==> src/design/bldc_pkg.sv <==
// bldc_pkg: shared types, constants and codes for the battery load disconnect controller
`default_nettype none

package bldc_pkg;

    localparam int SAMPLES_PER_GROUP = 64;
    localparam int SAMPLE_BITS       = 12;

    localparam int LIGHT_W = 12;
    localparam int SUM_W   = 18;
    localparam int TICK_W  = 22;
    localparam int CFG_W   = 22;
    localparam int IDX_W   = 3;
    localparam int EVT_W   = 2;

    localparam int ACC_W = SAMPLE_BITS + $clog2(SAMPLES_PER_GROUP) + 1;
    localparam int CNT_W = $clog2(SAMPLES_PER_GROUP + 1);

    localparam logic [CNT_W-1:0] CNT_LAST = CNT_W'(SAMPLES_PER_GROUP - 1);
    localparam logic [SUM_W-1:0] SUM_MAX  = {SUM_W{1'b1}};
    localparam logic [TICK_W-1:0] TICK_MAX = {TICK_W{1'b1}};

    // register indexes
    localparam logic [IDX_W-1:0] CFG_CRITICAL_SUM    = 3'd0;
    localparam logic [IDX_W-1:0] CFG_RECOVERY_SUM    = 3'd1;
    localparam logic [IDX_W-1:0] CFG_DAYLIGHT_LEVEL  = 3'd2;
    localparam logic [IDX_W-1:0] CFG_COOLDOWN_TICKS  = 3'd3;
    localparam logic [IDX_W-1:0] CFG_REPORT_INTERVAL = 3'd4;

    localparam logic [SUM_W-1:0]   CRITICAL_SUM_RST    = 18'd181155;
    localparam logic [SUM_W-1:0]   RECOVERY_SUM_RST    = 18'd189850;
    localparam logic [LIGHT_W-1:0] DAYLIGHT_LEVEL_RST  = 12'd1000;
    localparam logic [TICK_W-1:0]  COOLDOWN_TICKS_RST  = 22'd300000;
    localparam logic [TICK_W-1:0]  REPORT_INTERVAL_RST = 22'd300000;

    // switch event codes
    localparam logic [EVT_W-1:0] SW_NONE    = 2'd0;
    localparam logic [EVT_W-1:0] SW_OFF     = 2'd1;
    localparam logic [EVT_W-1:0] SW_ON      = 2'd2;
    localparam logic [EVT_W-1:0] SW_BLOCKED = 2'd3;

    // report event codes
    localparam logic [EVT_W-1:0] REP_NONE    = 2'd0;
    localparam logic [EVT_W-1:0] REP_DUE     = 2'd1;
    localparam logic [EVT_W-1:0] REP_SKIPPED = 2'd2;

    typedef struct packed {
        logic [SAMPLE_BITS-1:0] battery_sample;
        logic [LIGHT_W-1:0]     light_sample;
    } in_item_t;

    typedef struct packed {
        logic             load_enable;
        logic             evaluated;
        logic [SUM_W-1:0] battery_total;
        logic [EVT_W-1:0] switch_event;
        logic [EVT_W-1:0] report_event;
    } out_item_t;

endpackage

`default_nettype wire

==> src/design/battery_load_disconnect_controller_top.sv <==
// battery_load_disconnect_controller_top: low-voltage load disconnect with hysteresis
//
// One sample pair is taken per transfer and every transfer yields exactly one result, which
// appears in the output register on the cycle after the input transfer. A new item may be
// transferred in every cycle: the accumulator, sample counter, load state and both tick timers
// are all updated together on each transfer, and the input side stalls only while a result is held
// in the output register against a stalled receiver. Battery samples are summed over groups
// of SAMPLES_PER_GROUP transfers; at each group end the sum is checked against the critical
// and recovery thresholds and the light level, a load change is applied once more than
// cooldown_ticks transfers have passed since the previous change (otherwise flagged as
// blocked), and a telemetry report is flagged when the report interval has elapsed.
// The load is on after reset. Configuration writes should be made while the block is idle.
`default_nettype none

module battery_load_disconnect_controller_top
    import bldc_pkg::*;
(
    input  wire logic             clk,
    input  wire logic             rst_n,

    input  wire logic             cfg_write,
    input  wire logic [IDX_W-1:0] cfg_index,
    input  wire logic [CFG_W-1:0] cfg_data,

    input  wire logic             in_valid,
    output logic                  in_stall,
    input  wire in_item_t         in_data,

    output logic                  out_valid,
    input  wire logic             out_stall,
    output out_item_t             out_data
);

    logic [SUM_W-1:0]   critical_sum_reg;
    logic [SUM_W-1:0]   recovery_sum_reg;
    logic [LIGHT_W-1:0] daylight_level_reg;
    logic [TICK_W-1:0]  cooldown_ticks_reg;
    logic [TICK_W-1:0]  report_interval_reg;

    logic [ACC_W-1:0]   acc_reg,        acc_next;
    logic [CNT_W-1:0]   cnt_reg,        cnt_next;
    logic               load_on_reg,    load_on_next;
    logic [TICK_W-1:0]  since_chg_reg,  since_chg_next;
    logic [TICK_W-1:0]  since_rep_reg,  since_rep_next;
    logic [SUM_W-1:0]   last_total_reg, last_total_next;

    logic               out_valid_reg;
    out_item_t          out_data_reg,   out_data_next;

    logic               in_xfer;
    logic [ACC_W-1:0]   acc_sum;
    logic [SUM_W-1:0]   group_total;
    logic               group_end;
    logic               day;
    logic               want;
    logic [TICK_W-1:0]  chg_inc;
    logic [TICK_W-1:0]  rep_inc;
    logic [EVT_W-1:0]   sw_evt;
    logic [EVT_W-1:0]   rep_evt;

    assign in_stall  = out_valid_reg && out_stall;
    assign in_xfer   = in_valid && !in_stall;
    assign out_valid = out_valid_reg;
    assign out_data  = out_data_reg;

    // configuration registers
    always_ff @(posedge clk or negedge rst_n)
    begin
        if (!rst_n)
        begin
            critical_sum_reg    <= CRITICAL_SUM_RST;
            recovery_sum_reg    <= RECOVERY_SUM_RST;
            daylight_level_reg  <= DAYLIGHT_LEVEL_RST;
            cooldown_ticks_reg  <= COOLDOWN_TICKS_RST;
            report_interval_reg <= REPORT_INTERVAL_RST;
        end
        else if (cfg_write)
        begin
            unique case (cfg_index)
                CFG_CRITICAL_SUM:    critical_sum_reg    <= cfg_data[SUM_W-1:0];
                CFG_RECOVERY_SUM:    recovery_sum_reg    <= cfg_data[SUM_W-1:0];
                CFG_DAYLIGHT_LEVEL:  daylight_level_reg  <= cfg_data[LIGHT_W-1:0];
                CFG_COOLDOWN_TICKS:  cooldown_ticks_reg  <= cfg_data[TICK_W-1:0];
                CFG_REPORT_INTERVAL: report_interval_reg <= cfg_data[TICK_W-1:0];
                default: ;
            endcase
        end
    end

    always_comb
    begin
        chg_inc = (since_chg_reg == TICK_MAX) ? TICK_MAX : since_chg_reg + 1'b1;
        rep_inc = (since_rep_reg == TICK_MAX) ? TICK_MAX : since_rep_reg + 1'b1;

        acc_sum = acc_reg + ACC_W'(in_data.battery_sample);
        if (acc_sum > ACC_W'(SUM_MAX))
            group_total = SUM_MAX;
        else
            group_total = acc_sum[SUM_W-1:0];

        group_end = (cnt_reg == CNT_LAST);
        day       = in_data.light_sample > daylight_level_reg;

        // middle band: night forces off, day holds
        priority if (group_total < critical_sum_reg)
            want = 1'b0;
        else if (group_total > recovery_sum_reg)
            want = day;
        else
            want = day && load_on_reg;

        acc_next        = acc_sum;
        cnt_next        = cnt_reg + 1'b1;
        load_on_next    = load_on_reg;
        since_chg_next  = chg_inc;
        since_rep_next  = rep_inc;
        last_total_next = last_total_reg;
        sw_evt          = SW_NONE;
        rep_evt         = REP_NONE;

        if (group_end)
        begin
            acc_next        = '0;
            cnt_next        = '0;
            last_total_next = group_total;

            if (want != load_on_reg)
            begin
                if (chg_inc > cooldown_ticks_reg)
                begin
                    load_on_next   = want;
                    since_chg_next = '0;
                    sw_evt         = want ? SW_ON : SW_OFF;
                end
                else
                begin
                    sw_evt = SW_BLOCKED;
                end
            end

            // report uses the load state from before this decision
            if (rep_inc >= report_interval_reg)
            begin
                since_rep_next = '0;
                rep_evt        = load_on_reg ? REP_DUE : REP_SKIPPED;
            end
        end

        out_data_next.load_enable   = load_on_next;
        out_data_next.evaluated     = group_end;
        out_data_next.battery_total = last_total_next;
        out_data_next.switch_event  = sw_evt;
        out_data_next.report_event  = rep_evt;
    end

    always_ff @(posedge clk or negedge rst_n)
    begin
        if (!rst_n)
        begin
            acc_reg        <= '0;
            cnt_reg        <= '0;
            load_on_reg    <= 1'b1;
            since_chg_reg  <= '0;
            since_rep_reg  <= '0;
            last_total_reg <= '0;
            out_valid_reg  <= 1'b0;
        end
        else
        begin
            if (in_xfer)
            begin
                acc_reg        <= acc_next;
                cnt_reg        <= cnt_next;
                load_on_reg    <= load_on_next;
                since_chg_reg  <= since_chg_next;
                since_rep_reg  <= since_rep_next;
                last_total_reg <= last_total_next;
                out_valid_reg  <= 1'b1;
            end
            else if (!out_stall)
            begin
                out_valid_reg <= 1'b0;
            end
        end
    end

    // result payload, loaded on each input transfer
    always_ff @(posedge clk)
    begin
        if (in_xfer)
            out_data_reg <= out_data_next;
    end

`ifndef SYNTHESIS
    a_sw_on_level: assert property (@(posedge clk) disable iff (!rst_n)
        (out_valid && out_data.switch_event == SW_ON) |-> out_data.load_enable)
        else $error("switched on but load disabled");

    a_sw_off_level: assert property (@(posedge clk) disable iff (!rst_n)
        (out_valid && out_data.switch_event == SW_OFF) |-> !out_data.load_enable)
        else $error("switched off but load enabled");

    a_events_at_group_end: assert property (@(posedge clk) disable iff (!rst_n)
        (out_valid && !out_data.evaluated) |->
            (out_data.switch_event == SW_NONE && out_data.report_event == REP_NONE))
        else $error("event flagged outside a group end");

    a_count_advance: assert property (@(posedge clk) disable iff (!rst_n)
        (in_xfer && cnt_reg != CNT_LAST) |=> (cnt_reg == $past(cnt_reg) + 1'b1))
        else $error("sample count did not advance on transfer");
`endif

endmodule

`default_nettype wire
==> config.mk <==
export PLATFORM = sky130hd
export DESIGN_NAME = battery_load_disconnect_controller_top
export DESIGN_NICKNAME = d
export VERILOG_FILES = /design/src/design/bldc_pkg.sv /design/src/design/battery_load_disconnect_controller_top.sv
export SDC_FILE = /design/constraint.sdc
export NUM_CORES = 1
export LEC_CHECK = 0
export BUFFER_PORTS_ARGS = -buffer_cell sky130_fd_sc_hd__buf_2
export CAP_MARGIN = 40
export CORE_ASPECT_RATIO = 0.8
export CORE_UTILIZATION = 49
export CTS_CLUSTER_DIAMETER = 60
export DETAILED_ROUTE_END_ITERATION = 8
export GPL_TIMING_DRIVEN = 0
export PLACE_DENSITY = 0.73
export SLEW_MARGIN = 15
export SYNTH_ARGS = -nofsm -noshare
export SYNTH_HDL_FRONTEND = slang
export SYNTH_SLANG_ARGS = --single-unit
==> constraint.sdc <==
create_clock -name clk -period 9.3 [get_ports clk]
set_clock_uncertainty 0.2 [all_clocks]
set_input_delay 1.86 -clock clk [delete_from_list [all_inputs] [get_ports clk]]
set_output_delay 1.86 -clock clk [all_outputs]
set_load 0.005 [all_outputs]
# Word-level counts from Yosys, hierarchy flattened

Cells that the tools add are included.

ROM bits: 0
RAM bits: 0
Memories: 0
Logic and storage cells: 69
Output and inout port bits: 26
Bits in latches: 0
Flip-flop bits (word level): 206
Input bits: 54

Equality and inequality tests: 9
Add/subtract/negate cells: 4
Reduce and logical (&&, ||, !) cells: 12
Divide/modulo/power cells: 0
$lt $le $gt $ge: 6
Multipliers: 0
Shift operators: 0
Muxes and demuxes: 21
Bitwise gates (word level): 0

Operators by type and width:

| cell                                                             | count |
|---|---|
| 2-to-1 mux 22 bit                                                | 7 |
| adder 22 x 1 -> 22 bit (second input constant)                   | 2 |
| equality test 22 bit (second input constant)                     | 2 |
| 2-to-1 mux 18 bit                                                | 2 |
| >= comparator 22 bit                                             | 1 |
| greater-than comparator 22 bit                                   | 1 |
| adder 19 x 12 -> 19 bit                                          | 1 |
| greater-than comparator 19 x 18 -> 1 bit (second input constant) | 1 |
| 2-to-1 mux 19 bit                                                | 1 |
| greater-than comparator 18 bit                                   | 1 |
| less-than comparator 18 bit                                      | 1 |
| AND reduction 2 bit                                              | 7 |
| greater-than comparator 12 bit                                   | 1 |
| adder 7 x 1 -> 7 bit (second input constant)                     | 1 |
| equality test 7 x 6 -> 1 bit (second input constant)             | 1 |
| 2-to-1 mux 1 bit                                                 | 7 |
| 2-to-1 mux 7 bit                                                 | 1 |
| equality test 3 x 2 -> 1 bit (second input constant)             | 2 |
| 2-to-1 mux 2 bit                                                 | 3 |
| equality test 3 x 1 -> 1 bit (second input constant)             | 1 |
| equality test 3 bit (second input constant)                      | 1 |
| logical AND 1 bit                                                | 3 |
| zero test 3 bit                                                  | 1 |
| != test 2 x 1 -> 1 bit (second input constant)                   | 1 |
| 2 further kinds                                                  | 2 |

# Longest topological paths before layout

Word-level depth: 9
Mapped depth: 20
Gate-level depth less buffers: 19

# Worst setup path after synthesis

OpenSTA, ideal clock, no wires.

Kind: input to register
From: input port in_data[12] in the netlist's numbering
To: register since_chg_reg[19]
Buffers on the path: 2
Arrival time: 5.673 ns
Library setup time: 0.096 ns
Stages on the path: 20
Required time: 9.004 ns
Slack: 3.331 ns
Path through: ha_1 fa_1 a21o_1 a311o_1 nand4_2 nand2_1 xnor2_1 buf_2 and2_1 inv_1 ha_1 a21o_1 a21o_1 a211oi_1 o21ai_0 o2111ai_1 nor3_1 mux2_4 buf_4 a311oi_2

Longest elaborated chain between the ends: 9
Elaborated cells between the ends (all ways): 10
Those cells by class: 1 x add/sub; 3 x order compare; 1 x eq/ne; 5 x mux

RTL lines:

| item                                     | line                                          | RTL |
|---|---|---|
| start, declared                          | battery_load_disconnect_controller_top.sv:27  | `input wire in_item_t in_data,` |
| adder 19 x 12 -> 19 bit (*)              | battery_load_disconnect_controller_top.sv:95  | `acc_sum = acc_reg + ACC_W'(in_data.battery_sample);` |
| greater-than comparator 19 x 18 -> 1 bit | battery_load_disconnect_controller_top.sv:96  | `if (acc_sum > ACC_W'(SUM_MAX))` |
| 2-to-1 mux 18 bit (*)                    | battery_load_disconnect_controller_top.sv:96  |  |
| greater-than comparator 18 bit           | battery_load_disconnect_controller_top.sv:107 | `else if (group_total > recovery_sum_reg)` |
| 2-to-1 mux 1 bit                         | battery_load_disconnect_controller_top.sv:107 |  |
| 2-to-1 mux 1 bit (*)                     | battery_load_disconnect_controller_top.sv:105 | `priority if (group_total < critical_sum_reg)` |
| != test 1 bit (*)                        | battery_load_disconnect_controller_top.sv:127 | `if (want != load_on_reg)` |
| 2-to-1 mux 22 bit (*)                    | battery_load_disconnect_controller_top.sv:127 |  |
| 2-to-1 mux 22 bit (*)                    | battery_load_disconnect_controller_top.sv:121 | `if (group_end)` |
| end signal, assigned                     | battery_load_disconnect_controller_top.sv:175 | `since_chg_reg <= since_chg_next;` |
| end, declared                            | battery_load_disconnect_controller_top.sv:43  | `logic [TICK_W-1:0] since_chg_reg, since_chg_next;` |

Every way passes the cells marked *; elsewhere a longest branch is shown, timed or not.
A chain may end at the register's enable or synchronous reset.

# Worst setup path after layout

From: input port in_data[12] in the netlist's numbering
To: register since_chg_reg[15]

Same word-level chain as after synthesis.

==> out/metrics.csv <==
metric,value,unit
status,finished with violations,
failing checks,DRC,
share of cells above drive strength 1,17.26,%
Seq cells post-synth,206,
DRC Markers,4,
largest net degree at the start of global routing,104,
"Hold-fix buffers, CTS",0,
Synthesis Warnings,0,
TritonCTS Buffers,24,
GP Congestion,0.9238,
minimum clock period,6.459,ns
post-synth net total,1511,
first-pass iteration count of the detailed router,9,
CTS resizes,0,
Vias/cell,5.764,
Area Overhead vs Synth,13.79,%
Final Setup Violations,0,
Yosys cell types,73,
CP required,9.53,ns
Setup TNS,0,ns
Synth async-reset ratio,88.35,%
area post-placement,0.01324,sq mm
DPL Wire Length,24010,um
Mapped Area,0.01237,sq mm
Total GRT Usage,25.64,%
global-route wire length before repair,52630,um
Routed wire per std cell,18.21,um
worst vdd ir,0.0001377,V
"EDFF count, synth",24,
ys flop type,dfrtp_1,
RSZ-0062 raised after global routing,no,
hold_ws,0.2812,ns
Max-Cap Viols,0,
die height,144.1,um
Starting Density,50.36,%
post-synthesis instance total,1350,
Core Box Area,0.02457,sq mm
grt ovf,0,
post-synthesis average cell area,9.165,sq um
root buf cell,clkbuf_16,
Post-Layout Inst Area,0.01408,sq mm
Slew headroom,48.37,%
Pins Over Slew Limit,0,
nets,1620,
fin crit share,69.45,%
initial antenna violation count,0,
number of global-route vias before repair,10010,
slew of the pin with the lowest slew margin,0.7715,ns
H-tree depth,1,
PD cells,251.8,mW/mm^2
register clock-pin slew on the reported worst setup and hold paths,0.07,ns
port bufs,79,
max FFs per register,24,
antenna cells,0,
chip width,179.7,um
Max Fanout on Critical Path,10,
Final ANT Viol Nets,0,
die area,0.02589,sq mm
CP endpoint kind,flop,
Worst setup SP type,input port,
Fillers,2122,
Hold WC Path Type,flop to flop,
via count,10350,
Post-Route WL,32680,um
"Seq/Total Area, Yosys",43.06,%
FP Rows,51,
CTS Buffer Depth,3,
final hold vios,0,
leak pwr,0.006580,uW
Worst Path Arrival,6.69,ns
initial DRC count,803,
post-CTS setup buffers,0,
CTS tree,yes,
Boundary Pins,80,
fmax,154.8,MHz
WS Path Type,input port to flop,
CTS sink cnt,206,
later-pin clock latency in the skew report,0.52,ns
-- per-layer routing --
metal	vias to the layer above	global-route usage, %	routed length [um]
met1	5024	36.98	15350
met3	54	4.482	2301
met4	0	6.806	728
met5	-	0	0
met2	331	39.82	14310
li1	4938	-	-
-- cell usage in the layout, fill, tap and decap left out, types with 5 or more instances in the layout --
master	count
a31oi_1	18
inv_1	115
nand4_1	31
nor3_1	7
nand3_1	33
a311oi_2	12
clkbuf_16	26
ha_1	106
a21oi_1	97
and2_1	10
xor2_1	16
nor2b_1	10
a211o_1	5
o21ai_0	146
nand2b_1	6
nand2_1	209
dfstp_2	42
a21o_1	36
nor2_1	68
buf_2	88
mux2_2	31
dfrtp_1	140
clkbuf_1	42
and3_1	18
o31ai_1	5
a22o_1	5
xnor2_1	30
edfxtp_1	24
-- path summary, 6_finish.rpt --
check                      depth (start not counted)               from                  end  slack [ns]
setup / recovery                                  21        in_data[12]    since_chg_reg[15]        2.84
hold reg to reg                                    2  last_total_reg[8]    last_total_reg[8]        0.28
min in group asynchronous                          1              rst_n    since_chg_reg[10]        1.11
setup reg to reg                                  20         acc_reg[0]    since_chg_reg[15]        3.93
max in group asynchronous                          2              rst_n  recovery_sum_reg[4]        6.85
hold / removal                                     2  last_total_reg[8]    last_total_reg[8]        0.28
-- metrics by stage --
| step | power (uW) | utilization, % | worst slack (ns) | instances |
|---|---|---|---|---|
| 4_1_cts | 3539 | 57.27 | 2.940 | 1794 |
| 3_3_place_gp | 2472 | 53.59 | 2.486 | 1747 |
| 2_1_floorplan | 2145 | - | 3.331 | 1350 |
| 6_report | 3545 | 57.31 | 2.841 | 1795 |
| 5_1_grt | 3779 | 57.31 | 2.534 | 1795 |
| 3_5_place_dp | 2543 | 53.88 | 2.441 | 1750 |
-- worst max-delay path: stages --
cell	delay (ns)
buf_2	0.11
ha_1	0.22
fa_1	0.41
a21o_1	0.23
a311o_1	0.41
nand4_2	0.14
nand2_1	0.13
xnor2_1	0.36
buf_2	0.31
and2_1	0.26
inv_1	0.10
ha_1	0.19
a21o_1	0.18
a21o_1	0.17
a211oi_1	0.35
o21ai_0	0.18
o2111ai_1	0.26
nor3_1	0.07
mux2_4	0.32
buf_4	0.20
a311oi_2	0.21
-- kinds of logic after synthesis --
logic type / Yosys count / synth area share (%)
multiplexers: 35 / 3.185
AND/OR/NAND/NOR: 428 / 16.59
XOR/XNOR: 46 / 3.256
adder cells (fa/ha/maj): 107 / 10.88
flip-flops: 206 / 43.06
AO/OA/AOI/OAI: 354 / 17.40
buffers and inverters: 174 / 5.622
-- cell type report --
cell class / instances / area (sq um) / area share, %
Multi-Input combinational cell: 970 / 6350 / 45.10
Buffer: 59 / 265.3 / 1.884
Timing Repair Buffer: 83 / 476.7 / 3.386
Tap cell: 318 / 397.9 / 2.826
Clock buffer: 30 / 685.7 / 4.870
Inverter: 115 / 431.7 / 3.066
Sequential cell: 206 / 5328 / 37.84
Clock inverter: 14 / 145.1 / 1.031
-- power by group --
part | switching [uW] | internal, uW
Combinational | 821 | 538
Sequential | 104 | 1100
Clock | 401 | 584
Total | 1330 | 2220
-- synth_stat cells, drive strengths merged (13+ instances only) --
| library cell | number | area share, % |
|---|---|---|
| nand2 | 209 | 6.3 |
| o21ai | 147 | 5.9 |
| dfrtp | 140 | 28 |
| inv | 115 | 3.5 |
| ha | 106 | 11 |
| a21oi | 97 | 3.9 |
| nor2 | 69 | 2.1 |
| clkbuf | 42 | 1.3 |
| dfstp | 42 | 8.9 |
| a21o | 36 | 2.2 |
| nand3 | 36 | 1.6 |
| nand4 | 33 | 1.8 |
| mux2 | 32 | 2.9 |
| xnor2 | 30 | 2.1 |
| edfxtp | 24 | 5.8 |
| and3 | 21 | 1.1 |
| a31oi | 18 | 0.91 |
| buf | 17 | 0.84 |
| xor2 | 16 | 1.1 |
| a311oi | 15 | 1.7 |
| nor3 | 13 | 0.87 |
Power figures use the tool's default switching activity.
